--- config.mk ---
export PLATFORM = sky130hd
export DESIGN_NAME = bpl_cell
export DESIGN_NICKNAME = d
export VERILOG_FILES = /design/src/rtl/core/bpl_pkg.sv /design/src/rtl/core/bpl_cell.sv
export SDC_FILE = /design/constraint.sdc
export NUM_CORES = 1
export LEC_CHECK = 0
export CORE_MARGIN = 2
export CORE_UTILIZATION = 41
export CTS_CLUSTER_SIZE = 25
export DETAILED_ROUTE_END_ITERATION = 8
export DONT_BUFFER_PORTS = 1
export HOLD_SLACK_MARGIN = 0.03
export PLACE_DENSITY = 0.64
export SYNTH_ARGS = -nofsm -noshare
export SYNTH_HDL_FRONTEND = slang
export SYNTH_SLANG_ARGS = --single-unit
--- constraint.sdc ---
create_clock -name clk -period 3.09 [get_ports clk]
set_input_delay 0.618 -clock clk [delete_from_list [all_inputs] [get_ports clk]]
set_output_delay 0.618 -clock clk [all_outputs]
set_load 0.02 [all_outputs]
--- src/rtl/core/bpl_pkg.sv ---
package bpl_pkg;

    // Number of frames in the pool and the width of a frame number.
    localparam int FRAMES  = 16;
    localparam int FRAME_W = (FRAMES > 1) ? $clog2(FRAMES) : 1;
    localparam int SCAN_W  = $clog2(FRAMES + 1);

    localparam logic [15:0] PIN_MAX   = 16'hFFFF;
    localparam logic [63:0] STAMP_MAX = 64'hFFFF_FFFF_FFFF_FFFF;

    typedef enum logic [1:0] {
        OP_FETCH    = 2'd0,
        OP_ALLOCATE = 2'd1,
        OP_UNPIN    = 2'd2,
        OP_FLUSH    = 2'd3
    } op_t;

    typedef enum logic [2:0] {
        ST_HIT          = 3'd0,
        ST_LOADED       = 3'd1,
        ST_NOT_RESIDENT = 3'd2,
        ST_NO_FRAME     = 3'd3,
        ST_PINNED_FLUSH = 3'd4
    } status_t;

    typedef enum logic [2:0] {
        UPD_NONE,
        UPD_PIN,
        UPD_LOAD,
        UPD_UNPIN,
        UPD_CLEAN
    } upd_kind_t;

    typedef enum logic [1:0] {
        FSM_IDLE,
        FSM_SCAN,
        FSM_DONE
    } fsm_t;

    // Search result handed from cell to cell along the chain.
    typedef struct packed {
        logic               valid;
        logic               hit;
        logic [FRAME_W-1:0] hit_idx;
        logic [15:0]        hit_pins;
        logic               hit_dirty;
        logic               empty;
        logic [FRAME_W-1:0] empty_idx;
        logic               vic;
        logic [FRAME_W-1:0] vic_idx;
        logic [63:0]        vic_stamp;
        logic               vic_dirty;
        logic [31:0]        vic_page;
    } carry_t;

    // Update command broadcast to all cells at the end of a request.
    typedef struct packed {
        logic               en;
        upd_kind_t          kind;
        logic [FRAME_W-1:0] idx;
        logic [31:0]        page;
        logic [63:0]        stamp;
        logic               mark;
    } upd_t;

endpackage

--- src/rtl/core/bpl_cell.sv ---
module bpl_cell
    import bpl_pkg::*;
(
    input  logic               clk,
    input  logic               rst_n,
    input  logic [FRAME_W-1:0] idx,
    input  logic [31:0]        req_page,
    input  carry_t             carry_in,
    output carry_t             carry_out,
    input  upd_t               upd
);

    logic [31:0] page_reg;
    logic        dirty_reg;
    logic [15:0] pins_reg;
    logic [63:0] stamp_reg;
    carry_t      carry_reg;
    carry_t      carry_next;

    // Fold this frame into the running lookup, empty-frame and victim search.
    always_comb
    begin
        carry_next = carry_in;
        if (!carry_in.hit && stamp_reg != 64'd0 && page_reg == req_page)
        begin
            carry_next.hit       = 1'b1;
            carry_next.hit_idx   = idx;
            carry_next.hit_pins  = pins_reg;
            carry_next.hit_dirty = dirty_reg;
        end
        if (!carry_in.empty && stamp_reg == 64'd0)
        begin
            carry_next.empty     = 1'b1;
            carry_next.empty_idx = idx;
        end
        if (stamp_reg != 64'd0 && pins_reg == 16'd0 &&
            (!carry_in.vic || stamp_reg < carry_in.vic_stamp))
        begin
            carry_next.vic       = 1'b1;
            carry_next.vic_idx   = idx;
            carry_next.vic_stamp = stamp_reg;
            carry_next.vic_dirty = dirty_reg;
            carry_next.vic_page  = page_reg;
        end
    end

    always_ff @(posedge clk or negedge rst_n)
    begin
        if (!rst_n)
        begin
            carry_reg <= '0;
        end
        else
        begin
            carry_reg <= carry_next;
        end
    end

    assign carry_out = carry_reg;

    // Frame state, cleared by reset and otherwise changed only by an update aimed at this frame.
    always_ff @(posedge clk or negedge rst_n)
    begin
        if (!rst_n)
        begin
            page_reg  <= 32'd0;
            dirty_reg <= 1'b0;
            pins_reg  <= 16'd0;
            stamp_reg <= 64'd0;
        end
        else if (upd.en && upd.idx == idx)
        begin
            case (upd.kind)
                UPD_PIN:
                begin
                    if (pins_reg != PIN_MAX)
                    begin
                        pins_reg <= pins_reg + 16'd1;
                    end
                    stamp_reg <= upd.stamp;
                end
                UPD_LOAD:
                begin
                    page_reg  <= upd.page;
                    dirty_reg <= 1'b0;
                    pins_reg  <= 16'd1;
                    stamp_reg <= upd.stamp;
                end
                UPD_UNPIN:
                begin
                    if (pins_reg != 16'd0)
                    begin
                        pins_reg <= pins_reg - 16'd1;
                    end
                    dirty_reg <= dirty_reg | upd.mark;
                end
                UPD_CLEAN:
                begin
                    dirty_reg <= 1'b0;
                end
                default:
                begin
                end
            endcase
        end
    end

endmodule

==> run metrics, run 1 <==
total die area=31700 um^2; aggregate routed wire length=34700 um; Die W=178 um; WP data required=3.51 ns; critical path data arrival time=3.46 ns; total grt overflow=0; unrepaired setup endpoints after global routing=yes; R2R setup slack=0.05 ns; Final HPWL DP=26300 um; first-pass GRT wire length=50500 um; Final Critical Period=3.04 ns; final net count=1384; top post-synthesis cells by area=dfrtp_1 (49%), mux2_4 (11%), mux2_2 (11%); First-pass DRT Iterations=4; layout cells sized above 1=0.340; CTS tree=built; via count=7800; synthesized area per cell=13.1 um^2; post-synthesis register bit count=243; initial antenna violation count=1; CP Class=reg -> reg; Final Util=0.488; share of the synthesized area in the top cell type=0.490; Final Wtd Congestion=0.876; Slew headroom=0.631; final antenna-violating net count=0; Synth warnings=0; Boundary Pins=403; setup violators final=0; hold_ws=-0.217 ns; area leader, netlist=dfrtp_1; max FFs per register=130; row count=63; fin cells=1440; Clock Root Buffer=clkbuf_16; CTS buffer count=28; Max Freq=0.329 GHz; Hold Crit Class=in -> async; Mapped Cells=950; worst-path maximum fanout=13; reg2reg path depth=11; DRC Markers=0; final critical-path share of the clock period=0.984; Initial DRC Count=353; Clock Latency Late Sink=0.54 ns; synth unique cells=53; Slew Limit Fails=0; pwr dens=919 nW/um^2; Placed Cells=1381; VDD IR max=392 uV; Tot Pwr=0.0133 W; Port Buffer Count=0; violated checks=hold timing; commonest cells in the netlist=dfrtp_1 (243), mux2_2 (119), mux2_4 (90); EDFF count, synth=0; CTS H-tree lvls=1; Area growth syn-to-layout=16.9%; Pleak=7.15 nW; top-count cell post-synth=dfrtp_1; Clock Pin Slew Worst Setup and Hold Paths=0.06 ns; Vias/cell=5.42; Syn Nets=1301; R2R Path Start=stamp_reg[27]$_DFFE_PN0P_; Starting Density=0.417; sequential element share of the synthesized area=0.490; outcome=finished with violations; Post-synth top flop=dfrtp_1; Clock Path Buffers=3; core area=29700 um^2; Die Y-Extent=178 um; GRT Util Overall=0.211; WL/cell=24.1 um; R2R Path End=carry_out[58]$_DFF_PN0_; Hold Vio Cnt, Final=243; Post-Synthesis Cell Area=12400 um^2; Async SR Flop Fraction=1.00; CTS sink count=243; vias in the first global route=8349; Startpoint Class=flop; Max Clock Skew=0.0105 ns; largest net degree at the start of global routing=244; Critical Path End Type=flop; slew at the pin closest to its max-slew limit=0.549 ns; max_cap viols=0; Setup TNS=0 ns
==> through the flow <==
stage	hold WS (ns)	worst slack [ns]	area, um^2
floorplan	0.322	0.0479	12400
global placement	0.329	-0.373	13300
detailed placement	0.328	-0.503	13300
CTS	-0.251	-0.102	14400
global route	-0.256	-0.0642	14500
finish	-0.217	0.0489	14500
==> how the worst max path moves through the flow <==
stage	from	to	slack, ns	depth (start not counted)
floorplan	upd[101]	pins_reg[15]$_DFFE_PN0P_	0.05	11
global placement	carry_in[67]	carry_out[4]$_DFF_PN0_	-0.37	11
detailed placement	carry_in[66]	carry_out[9]$_DFF_PN0_	-0.50	11
CTS	stamp_reg[24]$_DFFE_PN0P_	carry_out[9]$_DFF_PN0_	-0.10	10
global route	stamp_reg[54]$_DFFE_PN0P_	carry_out[9]$_DFF_PN0_	-0.06	12
finish	stamp_reg[27]$_DFFE_PN0P_	carry_out[58]$_DFF_PN0_	0.05	11
==> final cells by class <==
type / count / area (um^2)
Sequential cell: 243 / 6090
Multi-Input combinational cell: 613 / 5970
Clock inverter: 8 / 75.1
Antenna cell: 1 / 2.50
Inverter: 67 / 254
Fill cell: 2560 / 15200
Timing Repair Buffer: 80 / 838
Clock buffer: 38 / 779
Tap cell: 390 / 488
==> worst max-delay path, cell delays in order, from the launching register on <==
cell and delay (ns):
dfrtp_2 0.45, ha_4 0.29, nand4_1 0.17, nor4_4 0.37
nand4_1 0.18, a2111oi_2 0.27, o221ai_2 0.20, a41oi_4 0.22
buf_12 0.16, buf_12 0.14, buf_12 0.16, mux2_4 0.31
==> layout by cell type, fill, tap and decap left out, drive strengths merged, types with 2 or more instances in the layout <==
cell type / count
dfrtp: 243
mux2: 222
buf: 79
ha: 77
inv: 67
nand2: 47
clkbuf: 39
xor2: 38
a21oi: 33
nor4: 29
o21ai: 24
nand4: 20
nor2: 15
xnor2: 12
nor3: 11
o31ai: 10
nand3: 9
a21o: 7
a211oi: 7
nand2b: 6
clkinv: 6
nor2b: 4
and4: 4
and3: 4
a2111oi: 4
or4: 3
o211ai: 3
o21a: 3
a211o: 2
or2: 2
and2: 2
o21bai: 2
==> what timing repair did <==
item	CTS	global route
resized for setup	26	15
setup buffers	5	6
hold endpoints to repair	243	243
setup endpoints to repair	101	101
pin swaps	6	7
gates cloned	1	1
==> metal layers <==
layer  GRT usage  vias up  share of wire
met5           0        -              0
met4      0.0686        0          0.033
met3      0.0735       66          0.093
met2       0.366      316           0.50
met1       0.241     3829           0.37
li1            -     3589              -
==> cells by family after synthesis <==
family	Yosys count	synth area share
buffers and inverters	94	0.0427
muxes	222	0.229
adders and majority gates	78	0.0793
DFF	243	0.490
xor gates and xnor gates	50	0.0353
and+or+nand+nor	158	0.0691
AOI/OAI and AO/OA	105	0.0546
==> power breakdown <==
group / switching (W) / internal [W]
clock: 0.00130 / 0.00183
combinational: 0.00171 / 0.00283
sequential: 0.00155 / 0.00410
No activity file was read; power rests on OpenSTA's default activity.
==> inputs of run 2 (changes only) <==
--- a/config.mk
+++ b/config.mk
@@ -5,13 +5,17 @@
 export SDC_FILE = /design/constraint.sdc
 export NUM_CORES = 1
 export LEC_CHECK = 0
+export CELL_PAD_IN_SITES_DETAIL_PLACEMENT = 1
+export CELL_PAD_IN_SITES_GLOBAL_PLACEMENT = 1
 export CORE_MARGIN = 2
 export CORE_UTILIZATION = 41
+export CTS_BUF_LIST = sky130_fd_sc_hd__clkbuf_4 sky130_fd_sc_hd__clkbuf_8
 export CTS_CLUSTER_SIZE = 25
 export DETAILED_ROUTE_END_ITERATION = 8
 export DONT_BUFFER_PORTS = 1
 export HOLD_SLACK_MARGIN = 0.03
-export PLACE_DENSITY = 0.64
+export PLACE_DENSITY = 0.76
+export SKIP_CTS_REPAIR_TIMING = 1
 export SYNTH_ARGS = -nofsm -noshare
 export SYNTH_HDL_FRONTEND = slang
 export SYNTH_SLANG_ARGS = --single-unit
==> run metrics, run 2 (synthesis gave the netlist of run 1 again) <==
Slew headroom=0.667 (+0.0367); aggregate routed wire length=37000 um (+6.8%); setup ws final=0.0618 ns (+0.0129 ns); Hold Crit Class=in -> async; via count=8014 (+2.7%); WL/cell=25.1 um (+4.4%); worst-path maximum fanout=16 (+3); Seq pwr share=0.435 (+0.011); max FFs per register=130 (unchanged); Pleak=7.19 nW (+0.58%); Final Wtd Congestion=0.867 (-0.98%); Port Buffer Count=0 (unchanged); Vias/cell=5.44 (+0.44%); pwr dens=902 nW/um^2 (-1.9%); total grt overflow=0 (unchanged); Final HPWL DP=28500 um (+8.3%); Max Freq=0.330 GHz (+0.42%); layout filler cell count=3068 (+20%); violated checks=hold timing; largest net degree at the start of global routing=244 (unchanged); Hold Vio Cnt, Final=243 (unchanged); commonest cells after routing, fill and taps aside=dfrtp_1 (240), mux2_2 (111), mux2_4 (98); Clock Latency Late Sink=0.56 ns (+0.02 ns); Die W=178 um (unchanged); core area=29700 um^2 (unchanged); First-pass DRT Iterations=4 (unchanged); layout cells sized above 1=0.364 (+0.0236); Comb power frac=0.325 (-0.016); Clock Path Buffers=3 (unchanged); internal power=0.00840 W (-4.1%); setup violators final=0 (unchanged); Starting Density=0.417 (unchanged); placed inst area=13300 um^2 (-0.24%); GRT Util Overall=0.224 (+0.0139); initial antenna violation count=6 (+5); CTS H-tree lvls=2 (+1); final net count=1399 (+1.1%); commonest non-fill, non-tap cell in the layout=dfrtp_1; Slew Limit Fails=0 (unchanged); WP data required=3.52 ns (about the same); CTS tree=built; unrepaired setup endpoints after global routing=yes; Boundary Pins=403 (unchanged); Clock Root Buffer=clkbuf_8; Critical Path End Type=flop; row count=63 (unchanged); CP Class=reg -> reg; Area growth syn-to-layout=16.4%; slew at the pin closest to its max-slew limit=0.499 ns (-0.0500 ns); first-pass GRT wire length=53700 um (+6.4%); vias in the first global route=8971 (+7.4%); Die Y-Extent=178 um (unchanged); switch share=0.354 (+0.0119); total die area=31700 um^2 (unchanged); outcome=finished with violations; Final Critical Period=3.03 ns (-0.0129 ns); DRC Markers=0 (unchanged); Clk pwr share=0.240 (+0.005); Clock Pin Slew Worst Setup and Hold Paths=0.06 ns (about the same); hold_ws=-0.232 ns (-0.0148 ns); Startpoint Class=flop; final critical-path share of the clock period=0.980 (-0.00416); CTS buffer count=43 (+54%); design area=14400 um^2 (-0.42%); VDD IR max=493 uV (+26%); CTS sink count=243 (unchanged); final antenna-violating net count=0 (unchanged); pre-CTS setup slack=-0.466 ns (+0.0365 ns); Initial DRC Count=277 (-22%); net switching power=0.00461 W (+1.1%); critical path data arrival time=3.46 ns (about the same); Max Clock Skew=0.0243 ns (+0.0138 ns); max_cap viols=0 (unchanged)
-- run 2: changes by cell type in the layout (fill, tap and decap cells not counted), moves of 3 or more --
| cell | previous run | this run |
|---|---|---|
| buf_6 | 6 | 2 |
| buf_8 | 3 | 0 |
| clkinv_2 | 4 | 7 |
| clkbuf_16 | 30 | 1 |
| clkbuf_1 | 7 | 0 |
| clkbuf_4 | 0 | 11 |
| buf_4 | 56 | 70 |
| clkbuf_8 | 2 | 56 |
| buf_12 | 14 | 7 |
-- run 2: power by group through the flow --
stage	sequential, W	combinational, W	clock, W
CTS	0.00567	0.00400	0.00321
detailed placement	0.00572	0.00397	0
finish	0.00566	0.00424	0.00312
global placement	0.00568	0.00380	0
global route	0.00576	0.00455	0.00333
floorplan	0.00537	0.00331	0
-- run 2: critical path, stage by stage (launching register included) --
cell and delay [ns]:
dfrtp_1 0.40, ha_1 0.30, and4_1 0.20, o21ai_1 0.06
or4_1 0.53, a31oi_2 0.18, buf_4 0.15, o221ai_2 0.13
a41oi_4 0.24, buf_12 0.20, buf_12 0.19, mux2_4 0.31
-- run 2: layout make-up --
type / count / area [um^2] / share of cell area
Multi-Input combinational cell: 613 / 5980 / 0.414
Tap cell: 390 / 488 / 0.0338
Inverter: 67 / 254 / 0.0176
Clock buffer: 67 / 853 / 0.0591
Sequential cell: 243 / 6080 / 0.421
Antenna cell: 3 / 7.51 / 0.000520
Timing Repair Buffer: 80 / 713 / 0.0494
Clock inverter: 10 / 58.8 / 0.00407
-- run 2: through the flow --
stage / setup TNS [ns] / total power, W / util / instances
final: 0 / 0.0130 / 0.486 / 1473
after global routing: -3.27 / 0.0136 / 0.486 / 1471
after CTS: -24.77 / 0.0129 / 0.477 / 1462
after detailed placement: -42.36 / 0.00968 / 0.446 / 1385
after global placement: -30.15 / 0.00949 / 0.446 / 1385
after floorplan: 0 / 0.00868 / - / 950
-- run 2: path summary, 6_finish.rpt --
kind / cells past startpoint / from / slack, ns / end
setup / recovery: 11 / stamp_reg[7]$_DFFE_PN0P_ / 0.06 / carry_out[34]$_DFF_PN0_
hold / removal: 0 / rst_n / -0.23 / carry_out[34]$_DFF_PN0_
setup reg to reg: 11 / stamp_reg[7]$_DFFE_PN0P_ / 0.06 / carry_out[34]$_DFF_PN0_
hold reg to reg: 1 / page_reg[25]$_DFFE_PN0P_ / 0.55 / carry_out[25]$_DFF_PN0_
max in group asynchronous: 0 / rst_n / 3.03 / pins_reg[14]$_DFFE_PN0P_
min in group clk: 0 / carry_in[129] / 0.10 / carry_out[129]$_DFF_PN0_
-- run 2: per-layer routing --
layer  track usage  part of all wire  up-vias
li1              -                 -     3609
met4        0.0786             0.029        8
met2         0.395              0.51      295
met3        0.0722             0.079       75
met1         0.255              0.38     4027
met5             0            0.0015        -
